<file path="src/sv/msep_pkg.sv">
// ----------------------------------------------------------------------------
// MIDI stream event parser package
// Shared types, status byte codes and small decode functions.
// ----------------------------------------------------------------------------
package msep_pkg;

  // Status bytes and event codes
  localparam logic [7:0] ST_NONE      = 8'h00;
  localparam logic [7:0] ST_SYSTEM    = 8'hF0;
  localparam logic [7:0] ST_SYSEX     = 8'hF0;
  localparam logic [7:0] ST_EOX       = 8'hF7;
  localparam logic [7:0] ST_SONG_POS  = 8'hF2;
  localparam logic [7:0] ST_SONG_SEL  = 8'hF3;
  localparam logic [7:0] OP_RESET     = 8'hFF;
  localparam logic [7:0] OP_NOTE_OFF  = 8'h80;
  localparam logic [3:0] NIB_NOTE_ON  = 4'h9;
  localparam logic [7:0] VEL_RELEASE  = 8'h40;
  localparam logic [4:0] CHAN_ALL     = 5'd16;

  // Parser state carried from byte to byte
  typedef struct packed {
    logic [7:0] status;
    logic [1:0] pending;
    logic [7:0] first_param;
  } msep_state_t;

  // One decoded event
  typedef struct packed {
    logic [7:0] opcode;
    logic [4:0] channel;
    logic [7:0] param_a;
    logic [7:0] param_b;
  } msep_event_t;

  // Number of parameter bytes that follow a status byte.
  function automatic logic [1:0] params_needed(input logic [7:0] s);
    logic [1:0] n;
    n = 2'd0;
    case (s[7:4]) inside
      4'h8, 4'h9, 4'hA, 4'hB, 4'hE: n = 2'd2;
      4'hC, 4'hD:                   n = 2'd1;
      default: begin
        if (s == ST_SONG_POS) begin
          n = 2'd2;
        end else if (s == ST_SONG_SEL) begin
          n = 2'd1;
        end
      end
    endcase
    return n;
  endfunction

  // Builds the event for a completed message; note-on with velocity zero
  // is reported as note-off with the default release velocity.
  function automatic msep_event_t build_msg(input logic [7:0] s, input logic [7:0] a,
                                            input logic [7:0] b);
    msep_event_t ev;
    if (s >= ST_SYSTEM) begin
      ev = '{opcode: s, channel: CHAN_ALL, param_a: a, param_b: b};
    end else if (s[7:4] == NIB_NOTE_ON && b == 8'h00) begin
      ev = '{opcode: OP_NOTE_OFF, channel: {1'b0, s[3:0]}, param_a: a,
             param_b: VEL_RELEASE};
    end else begin
      ev = '{opcode: {s[7:4], 4'h0}, channel: {1'b0, s[3:0]}, param_a: a, param_b: b};
    end
    return ev;
  endfunction

endpackage

</file>
<file path="src/sv/msep_decode.sv">
// ----------------------------------------------------------------------------
// MIDI byte decoder
// Combinational step of the parser: next state and optional event per byte.
// ----------------------------------------------------------------------------
module msep_decode
  import msep_pkg::*;
(
  input  msep_state_t st,
  input  logic [7:0]  byte_in,
  output msep_state_t st_nxt,
  output logic        emit,
  output msep_event_t ev
);

  logic [1:0]  need_s;
  logic [1:0]  need_v;
  msep_event_t reset_ev;

  assign need_s   = params_needed(st.status);
  assign need_v   = params_needed(byte_in);
  assign reset_ev = '{opcode: OP_RESET, channel: CHAN_ALL, param_a: 8'h00, param_b: 8'h00};

  // Byte decode
  always_comb begin
    st_nxt = st;
    emit   = 1'b0;
    ev     = reset_ev;

    if (st.pending != 2'd0) begin
      // A message is in progress: any byte is its next parameter.
      if (st.pending >= 2'd2) begin
        st_nxt.first_param = byte_in;
        st_nxt.pending     = 2'd1;
      end else begin
        st_nxt.pending = 2'd0;
        emit           = 1'b1;
        if (need_s == 2'd2) begin
          ev = build_msg(st.status, st.first_param, byte_in);
        end else begin
          ev = build_msg(st.status, byte_in, 8'h00);
        end
        if (st.status >= ST_SYSTEM) begin
          st_nxt.status = ST_NONE;
        end
      end
    end else if (st.status == ST_SYSEX && byte_in != ST_EOX) begin
      // Sysex data passes through one byte at a time.
      emit = 1'b1;
      ev   = '{opcode: ST_SYSEX, channel: CHAN_ALL, param_a: byte_in, param_b: 8'h00};
    end else if (byte_in[7]) begin
      // Status byte
      st_nxt.status = byte_in;
      if (byte_in < ST_SYSTEM) begin
        st_nxt.pending = need_v;
      end else begin
        case (byte_in) inside
          ST_SYSEX: begin
            emit = 1'b1;
            ev   = '{opcode: ST_SYSEX, channel: CHAN_ALL, param_a: 8'h00, param_b: 8'h00};
          end
          ST_SONG_POS, ST_SONG_SEL: begin
            st_nxt.pending = need_v;
          end
          8'hF6, 8'hF7, 8'hF8, 8'hFA, 8'hFB, 8'hFC, 8'hFE, 8'hFF: begin
            st_nxt.status = ST_NONE;
            emit          = 1'b1;
            ev = '{opcode: byte_in, channel: CHAN_ALL, param_a: 8'h00, param_b: 8'h00};
          end
          default: begin
            // Undefined system status drops the byte and resets.
            st_nxt.status = ST_NONE;
            emit          = 1'b1;
          end
        endcase
      end
    end else begin
      // Data byte under running status
      if (st.status == ST_NONE || st.status >= ST_SYSTEM || need_s == 2'd0) begin
        st_nxt.status = ST_NONE;
        emit          = 1'b1;
      end else if (need_s == 2'd2) begin
        st_nxt.first_param = byte_in;
        st_nxt.pending     = 2'd1;
      end else begin
        emit = 1'b1;
        ev   = build_msg(st.status, byte_in, 8'h00);
      end
    end
  end

endmodule

</file>
<file path="src/sv/midi_stream_event_parser.sv">
// An event's last byte is held in the input register, decoded, and the event is then held in the output register.
// Throughput: one byte per cycle unless an event waits on a full output; the single decode stage sets that figure.
// A byte that produces no event never waits on the output side.
// Reset (rst_n low, synchronous) clears running status, the pending count,
// the first parameter and both valid flags.
// ----------------------------------------------------------------------------
// MIDI stream event parser
// Input register, combinational byte decode and an output register with
// valid/ready flow control on both sides.
// ----------------------------------------------------------------------------
module midi_stream_event_parser
  import msep_pkg::*;
(
  input  logic       clk,
  input  logic       rst_n,
  input  logic       in_valid,
  output logic       in_ready,
  input  logic [7:0] in_byte,
  output logic       out_valid,
  input  logic       out_ready,
  output logic [7:0] out_event_opcode,
  output logic [4:0] out_event_channel,
  output logic [7:0] out_param_a,
  output logic [7:0] out_param_b
);

  logic        in_valid_r;
  logic [7:0]  in_byte_r;
  msep_state_t st_r;
  msep_state_t st_nxt;
  logic        emit;
  msep_event_t ev;
  logic        out_valid_r;
  msep_event_t out_ev_r;
  logic        adv;
  logic        out_load;

  // Decode of the registered byte
  msep_decode u_decode (
    .st      (st_r),
    .byte_in (in_byte_r),
    .st_nxt  (st_nxt),
    .emit    (emit),
    .ev      (ev)
  );

  // The stage moves on unless it holds an event and the output is still full.
  assign adv      = in_valid_r && (!emit || !out_valid_r || out_ready);
  assign out_load = adv && emit;
  assign in_ready = !in_valid_r || adv;

  // Input register
  always_ff @(posedge clk) begin
    if (!rst_n) begin
      in_valid_r <= 1'b0;
    end else if (in_ready) begin
      in_valid_r <= in_valid;
    end
  end

  always_ff @(posedge clk) begin
    if (in_valid && in_ready) begin
      in_byte_r <= in_byte;
    end
  end

  // Parser state
  always_ff @(posedge clk) begin
    if (!rst_n) begin
      st_r <= '0;
    end else if (adv) begin
      st_r <= st_nxt;
    end
  end

  // Output register
  always_ff @(posedge clk) begin
    if (!rst_n) begin
      out_valid_r <= 1'b0;
    end else if (out_load) begin
      out_valid_r <= 1'b1;
    end else if (out_ready) begin
      out_valid_r <= 1'b0;
    end
  end

  always_ff @(posedge clk) begin
    if (out_load) begin
      out_ev_r <= ev;
    end
  end

  assign out_valid         = out_valid_r;
  assign out_event_opcode  = out_ev_r.opcode;
  assign out_event_channel = out_ev_r.channel;
  assign out_param_a       = out_ev_r.param_a;
  assign out_param_b       = out_ev_r.param_b;

endmodule
</file>
<file path="config.mk">
export PLATFORM = sky130hd
export DESIGN_NAME = midi_stream_event_parser
export DESIGN_NICKNAME = d
export VERILOG_FILES = /design/src/sv/msep_pkg.sv /design/src/sv/msep_decode.sv /design/src/sv/midi_stream_event_parser.sv
export SDC_FILE = /design/constraint.sdc
export NUM_CORES = 1
export LEC_CHECK = 0
export BUFFER_PORTS_ARGS = -buffer_cell sky130_fd_sc_hd__buf_4
export CAP_MARGIN = 20
export CORE_ASPECT_RATIO = 2
export CORE_UTILIZATION = 60
export CTS_BUF_LIST = sky130_fd_sc_hd__clkbuf_4
export CTS_CLUSTER_DIAMETER = 80
export DETAILED_ROUTE_END_ITERATION = 12
export PLACE_DENSITY = 0.83
export RECOVER_POWER = 25
export SYNTH_ARGS = -nofsm -noshare
export SYNTH_HDL_FRONTEND = slang
export SYNTH_HIERARCHICAL = 1
export SYNTH_SLANG_ARGS = --single-unit
</file>
<file path="constraint.sdc">
create_clock -name clk -period 7.9 [get_ports clk]
set_clock_uncertainty 0.05 [all_clocks]
set_input_delay 1.58 -clock clk [delete_from_list [all_inputs] [get_ports clk]]
set_output_delay 1.58 -clock clk [all_outputs]
set_load 0.01 [all_outputs]
</file>
Word-level counts from Yosys, hierarchy flattened --
Cells that the tools add are included.
Storage, ports and cells: flip-flop bits (word level) 57, bits of input ports 12, output and inout port bits 31
Operators by class: order comparisons 3, equality and inequality tests 39, mux-type cells 53, reduce and logical (&&, ||, !) cells 30
Operators with widths (number):
- $mux 29 | 16
- $eq 8x8->1 const B | 14
- $mux 8 | 8
- $eq 4x4->1 const B | 14
- $mux 18 | 2
- $mux 10 | 3
- $mux 28 | 1
- $mux 2 | 9
- $logic_not 8->1 | 2
- $mux 1 | 14
- $reduce_and 6->1 | 2
- $reduce_or 5->1 | 2
- $ge 8x8->1 const B | 1
- $lt 8x8->1 const B | 1
- $ne 8x8->1 const B | 1
- $reduce_or 8->1 | 1
- $ne 2x1->1 const B | 3
- $ne 2x2->1 const B | 3
- $reduce_bool 2->1 | 3
- $reduce_bool 3->1 | 2
- $reduce_or 2->1 | 3
- $logic_and 1x1->1 | 5
- $logic_or 1x1->1 | 5
- $reduce_and 5->1 | 1
- other kinds (7) | 9

Longest topological paths before layout --
Gate-level depths: netlist of the first run.
depth in word-level cells 17, gate-level depth with buffers 10

Modules after synthesis --
Netlist of the first run, hierarchy kept.
Modules (own cells, without submodules):
- midi_stream_event_parser | times used 1, cells each 126, area each 1961.9 µm²
- msep_decode | times used 1, cells each 214, area each 1266.2 µm²

Worst setup path after synthesis of the first run --
OpenSTA, ideal clock, no wires.
path type register to output, start reg st_r[10] (netlist bit), end out in_ready, arrival 1.869 ns, required time 6.270 ns, path slack 4.401 ns, cell stages (with the launch flop) 7, path through dfxtp_1 -> or4_4 -> a211o_1 -> a21o_1 -> a21oi_1 -> and2_1 -> nand2_1
On the way: word-level cells in the longest chain between the ends 16, elaborated cells on any way between the ends 24, those cells by class order compare (1); eq/ne (4); mux (9); reduce/logical (10)
Ends and longest elaborated chain:
- start: declaration | line midi_stream_event_parser.sv:29 | msep_state_t st_r;
- start signal: assignment | line midi_stream_event_parser.sv:72 | st_r <= st_nxt;
- $eq 8x8->1 | line msep_pkg.sv:45 | end else if (s == ST_SONG_SEL) begin
- $mux 1 | line msep_pkg.sv:45
- $mux 2 | line msep_pkg.sv:43 | if (s == ST_SONG_POS) begin
- $mux 2 (2 in a row) | line msep_pkg.sv:39 | case (s[7:4]) inside
- $eq 2x2->1 or $logic_not 2->1 (tied branches) | line msep_decode.sv:81, msep_decode.sv:78
- $mux 1 or $logic_or 1x1->1 (tied branches) | line msep_decode.sv:81, msep_decode.sv:78
- $mux 1 | line msep_decode.sv:78 | if (st.status == ST_NONE || st.status >= ST_SYSTEM || need_s == 2'd0) begin
- $mux 1 | line msep_decode.sv:50 | end else if (byte_in[7]) begin
- $mux 1 (*) | line msep_decode.sv:46 | end else if (st.status == ST_SYSEX && byte_in != ST_EOX) begin
- $mux 1 (*) | line msep_decode.sv:29 | if (st.pending != 2'd0) begin
- named net emit | line midi_stream_event_parser.sv:31 | logic emit;
- $logic_not 1->1 (*) | line midi_stream_event_parser.sv:48 | assign adv = in_valid_r && (!emit || !out_valid_r || out_ready);
- $logic_or 1x1->1 (*) (2 in a row) | line midi_stream_event_parser.sv:48
- $logic_and 1x1->1 (*) | line midi_stream_event_parser.sv:48
- $logic_or 1x1->1 (*) | line midi_stream_event_parser.sv:50 | assign in_ready = !in_valid_r || adv;
- end: declaration | line midi_stream_event_parser.sv:17 | output logic in_ready,
Mark *: on every way through the listed nets, which the timed path passes. The rest lies on a longest branch.

Worst setup path after layout of the first run --
start reg in_byte_r[7], end out in_ready
On the way: word-level cells in the longest chain between the ends 13, elaborated cells on any way between the ends 18, those cells by class order compare (1); eq/ne (4); mux (6); reduce/logical (7)
Ends and longest elaborated chain:
- start: declaration | line midi_stream_event_parser.sv:28 | logic [7:0] in_byte_r;
- start signal: assignment | line midi_stream_event_parser.sv:63 | in_byte_r <= in_byte;
- $eq 8x8->1
- $reduce_or 2->1 | line msep_decode.sv:56 | case (byte_in) inside
- $mux 1 (2 in a row) | line msep_decode.sv:56
- $mux 1 | line msep_decode.sv:53 | if (byte_in < ST_SYSTEM) begin
- $mux 1 | line msep_decode.sv:50
- $mux 1 (*) | line msep_decode.sv:46
- $mux 1 (*) | line msep_decode.sv:29
- named net emit | line midi_stream_event_parser.sv:31
- $logic_not 1->1 (*) | line midi_stream_event_parser.sv:48
- $logic_or 1x1->1 (*) (2 in a row) | line midi_stream_event_parser.sv:48
- $logic_and 1x1->1 (*) | line midi_stream_event_parser.sv:48
- $logic_or 1x1->1 (*) | line midi_stream_event_parser.sv:50
Marks and branches as above.

==> metrics.cfg, run 1 <==
[min_path]
hold_start=st_r[3]
hold_class=register to register

[route]
routedWlPerCell_um=19.1
drt-total-wl_mm=8.16
vias=2807
vias_per_cell=6.57
route.detailed.drc=0
drt_first_pass_iters=5
drt-initial-drc-count=179
drtAntennaViolNets=0

[sta]
period_minus_slack_ns=4.44
relSlewSlack=0.354
setup-violations-final=0
final.setup.tns_ns=0
worstMarginPinSlew_ns=0.964
rsz0062_at_grt=no
max_clock_freq_ghz=0.225
fin_ws_ns=3.46
fin_crit_sh=0.562
final_hold_viol_count=0
final_max_slew_viol_count=0

[place]
place.gp.congestion=0.935
post-place-ws_ns=3.93
dpl_cell_area_um2=3460
portBuffers=42
post-dp-hpwl_mm=5.76

[die]
die_h_um=106
die_x_um=53.9
start_util=0.628
fp-row-count=37
dieArea_um2=5700
fp.coreArea_um2=5140
ios=43

[cts]
path_clk_slew_ns=0.08
cts.sinks=57
hold_buffers=0
root_buffer=clkbuf_4
post_cts_buffers=0
cts_buffer_depth=2
cts_tree=built
cts_buffers=9
cts-resized-gates=0
clock_latency_ns=0.40
h-tree-depth=3

[synth]
synth_top_area_frac=0.344
synth_nets=352
synth.distinct_cells=58
ys_seq_elements=57
syn_avg_cell_area_um2=9.49
synth-seq-area-share=0.468
synthFlopType=edfxtp_1
synthTopCellsByCount=53 x nand2_1, 37 x edfxtp_1, 20 x dfxtp_1, 18 x mux2i_1
synth_area_leaders=edfxtp_1 34%, dfxtp_1 12%, nand2_1 6.2%
synth_cells=340
yosys.area.top_type=edfxtp_1
async_flop_share=0
syn_area_um2=3230
ys.warnings.count=6
synth_edf_count=37
yosysMostFrequentCell=nand2_1

[layout]
fin_area_um2=3560
fin_util=0.693
antenna_cells=0
layout.nets=376
area_growth_pct=10.4
layout-drive-gt1-share=0.187
nFillCells=415

[flow_run]
maxCapViolCount=0

[critical_path]
start_kind=register
path_class=register to primary output
cp_max_fo=18
arrival_ns=2.81
crit_required_ns=6.27
critPathCaptureType=primary output
reg2reg_from=in_byte_r[7]
crit_start=in_byte_r[7]

[power_and_ir_drop]
vdd_ir_drop_max_mv=0.132
power_leakage_uw=0.00128
p_per_area_nw_per_um2=164

[global_routing]
grt_max_degree=39
grt_first_pass_wirelength_mm=13.1
grt.overflow.total=0
grtUsageTotal=0.325
grt_pass1_vias=2671
antenna_found_initial=0

[status]
outcome=completed

-- metrics by stage --
| stage | hold WS (ns) | std cells | total power, µW |
|---|---|---|---|
| 6_report | 0.407 | 427 | 586 |
| 5_1_grt | 0.430 | 427 | 611 |
| 4_1_cts | 0.412 | 427 | 590 |
| 3_5_place_dp | 0.399 | 411 | 422 |
| 3_3_place_gp | 0.393 | 411 | 420 |
| 2_1_floorplan | 0.381 | 340 | 399 |
-- placed cells by master, fill, tap and decap left out, drive strengths merged, types with 14 or more instances in the layout --
cell / n
inv: 14
mux2i: 18
nand3: 17
edfxtp: 37
clkbuf: 19
a21oi: 14
dfxtp: 20
nand2: 53
buf: 37
nor2: 18
-- critical path: stages, from the launching register on --
cell and delay [ns]:
edfxtp_1 0.64, and4_1 0.41, a211o_1 0.47, a21o_1 0.24, a21oi_1 0.21, and2_1 0.21
nand2_1 0.08, buf_4 0.15
-- per-layer routing --
layer,vias up,track usage,wire [µm]
met4,0,0.199,395
met1,1291,0.367,2750
met3,36,0.0693,695
li1,1287,-,-
met5,-,0,0
met2,193,0.527,4320
-- power by group --
group | internal (µW) | switching (µW)
Combinational | 30.4 | 47.1
Sequential | 326 | 13.5
Clock | 68.1 | 100
-- path summary, 6_finish.rpt --
check        slack [ns]  cells after the start                   end
max                3.46                      7              in_ready
min                0.41                      2               st_r[3]
max reg2reg        4.49                      7  out_event_channel[2]
min reg2reg        0.41                      2               st_r[3]
-- sequential cells by signal (all words and copies together), names as in the netlist --
signal,count
out_param_b,8
in_byte_r,8
in_valid_r,1
st_r,18
out_param_a,8
out_valid,1
out_event_opcode,8
out_event_channel,5
-- area by class of cell --
class                      instances  area, µm²  area share
inverter                          14       52.6      0.0147
tap                               58       72.6      0.0204
sequential                        57       1510       0.424
multi-input combinational        237       1480       0.416
clock inverter                     5       22.5     0.00632
clock buffer                      11       82.6      0.0232
timing repair buffer              45        338      0.0948
-- cell families (layout without fill, tap and decap cells) --
logic type,Yosys count,after routing,share of synthesized area
AO/OA/AOI/OAI,75,75,0.174
multiplexers,18,18,0.0558
AND/OR/NAND/NOR,143,143,0.227
XOR/XNOR,1,1,0.00271
buffers and inverters,46,75,0.0721
flip-flops,57,57,0.468
No activity file was read; power rests on OpenSTA's default activity.
==> run 2, diff against run 1 <==
- ABC_AREA: not set -> 1
- PLACE_DENSITY: 0.83 -> 0.82
- clock period: 7.9 -> 4.62 ns (I/O delays scaled with it)
==> metrics.cfg, run 2 <==
[synth]
synth-seq-area-share=0.432
synthFlopType=edfxtp_1
syn_area_um2=3500
yosysMostFrequentCell=nand2_1
synth.distinct_cells=36
ys_seq_elements=57
async_flop_share=0
synthTopCellsByCount=93 x nand2_1, 53 x nand3_1, 48 x inv_1, 37 x edfxtp_1, 33 x nor2_1
synth_area_leaders=edfxtp_1 32%, dfxtp_1 11%, nand2_1 10%
synth_nets=454
synth_cells=442
synth_edf_count=37
synth_top_area_frac=0.317
syn_avg_cell_area_um2=7.92
ys.warnings.count=6
yosys.area.top_type=edfxtp_1

[sta]
final_max_slew_viol_count=0
relSlewSlack=0.0568
final_hold_viol_count=0
final.setup.tns_ns=0
rsz0062_at_grt=no
max_clock_freq_ghz=0.283
period_minus_slack_ns=3.53
worstMarginPinSlew_ns=1.41
fin_crit_sh=0.765
setup-violations-final=0

[layout]
largest_reg_flops=18
final_cell_mix=93 x nand2_1, 53 x nand3_1, 48 x inv_1
multi_input_area_um2=1600
fin_area_um2=3790
fin_util=0.669
area_growth_pct=8.18
final_common_cell=nand2_1
layout-drive-gt1-share=0.179
antenna_cells=0
nFillCells=519
ff_latch_area_um2=1510
layout.nets=488
regMostFlops=st_r

[place]
post-dp-hpwl_mm=6.18
portBuffers=42
place.gp.congestion=0.937
dpl_cell_area_um2=3760

[critical_path]
path_class=register to primary output
start_kind=register
critPathSlowestCell=edfxtp_1
crit_path_frequent_cell=nor2_1
critPathCaptureType=primary output
crit_chain=nand2_2 -> nor2_2 -> o21ai_2 -> nand2_1 -> nor2_1 -> nor2_1 -> nand4_1 -> buf_4
cp_max_fo=11
arrival_ns=2.56
r2r_slack_ns=1.17
setup.worst_path.end=in_ready
r2r_end=out_param_b[3]
reg2reg_from=in_byte_r[7]
crit_start=in_byte_r[7]
crit_required_ns=3.65
reg2regPathDepth=10
cpPeakStageDelay_ns=0.56

[power_and_ir_drop]
p_switching_uw=332
power_uw=1110
intPower_uw=780
clock_power_share=0.273
pwr-share-seq=0.540
switching_share=0.299
comb_power_share=0.188
power_leakage_uw=0.00163
vdd_ir_drop_max_mv=0.238
p_per_area_nw_per_um2=294

[cts]
cts_tree=built
cts_buffers=9
clock_latency_ns=0.42
cts.sinks=57
h-tree-depth=3
cts-resized-gates=0
root_buffer=clkbuf_4
hold_buffers=0
post_cts_buffers=0
path_clk_slew_ns=0.09
cts_buffer_depth=2

[global_routing]
grt_pass1_vias=2778
grt_max_degree=38
grt.overflow.total=0
grtUsageTotal=0.290
antenna_found_initial=0
grt_first_pass_wirelength_mm=13.4

[route]
drtAntennaViolNets=0
drt_first_pass_iters=5
route.detailed.drc=0
vias=3112
drt-total-wl_mm=8.35
vias_per_cell=5.74
routedWlPerCell_um=15.4
drt-initial-drc-count=118

[die]
die_h_um=110
die_x_um=56.0
dieArea_um2=6160
fp.coreArea_um2=5660
start_util=0.618
fp-row-count=39
ios=43

[min_path]
hold_class=register to register
hold_start=st_r[1]

[flow_run]
maxCapViolCount=0

[status]
outcome=completed

-- run 2: changes by cell type after synthesis, moves of 8 or more --
| cell | before | now |
|---|---|---|
| mux2i_1 | 18 | 0 |
| o21ai_0 | 7 | 21 |
| nand3_1 | 17 | 53 |
| nor2_1 | 17 | 33 |
| nand3_2 | 0 | 13 |
| o211ai_1 | 13 | 0 |
| clkbuf_1 | 17 | 3 |
| nand2_1 | 53 | 93 |
| inv_1 | 14 | 48 |
| a21oi_1 | 14 | 31 |
| inv_2 | 0 | 8 |
| a22oi_1 | 10 | 0 |
| nor2b_1 | 8 | 0 |
-- run 2: logic make-up after synthesis --
group                  Yosys count  share of synthesized area
AOI/OAI and AO/OA               74                      0.116
buffers and inverters           80                      0.107
DFF                             57                      0.432
and+or+nand+nor                231                      0.345
-- run 2: worst min path at each step --
stage / cells after the start / slack, ns / to
final: 2 / 0.44 / st_r[1]
after global routing: 2 / 0.49 / st_r[2]
after CTS: 2 / 0.44 / st_r[1]
after detailed placement: 2 / 0.42 / st_r[0]
after global placement: 2 / 0.41 / st_r[2]
after floorplan: 2 / 0.40 / st_r[0]
-- run 2: stage by stage --
stage | hold slack (ns) | cells | worst slack [ns]
finish | 0.440 | 542 | 1.09
CTS | 0.444 | 542 | 1.09
global route | 0.489 | 542 | 0.861
detailed placement | 0.421 | 526 | 1.21
floorplan | 0.402 | 442 | 2.05
global placement | 0.414 | 526 | 1.29
-- run 2: power by group through the flow --
stage / sequential [µW] / clock, µW / combinational (µW)
global placement: 610 / 0 / 209
finish: 600 / 303 / 209
detailed placement: 611 / 0 / 213
CTS: 600 / 312 / 214
global route: 604 / 335 / 232
floorplan: 608 / 0 / 157
-- run 2: area by class of cell --
type | count | share of cell area
Multi-Input combinational cell | 305 | 0.423
Clock buffer | 14 | 0.0278
Clock inverter | 2 | 0.00198
Inverter | 59 | 0.0595
Sequential cell | 57 | 0.399
Tap cell | 61 | 0.0202
Timing Repair Buffer | 44 | 0.0684
-- run 2: worst max-delay path: cells and delay by family (launching register included) --
kind	cells	cell delay, ns
DFF	1	0.56
and+or+nand+nor	6	1.16
buffers and inverters	1	0.20
AOI/OAI and AO/OA	1	0.20
-- run 2: per-layer routing --
metal / track usage / part of all wire
met4: 0.193 / 0.046
met1: 0.319 / 0.38
met5: 0 / 0
met2: 0.502 / 0.51
met3: 0.0560 / 0.060
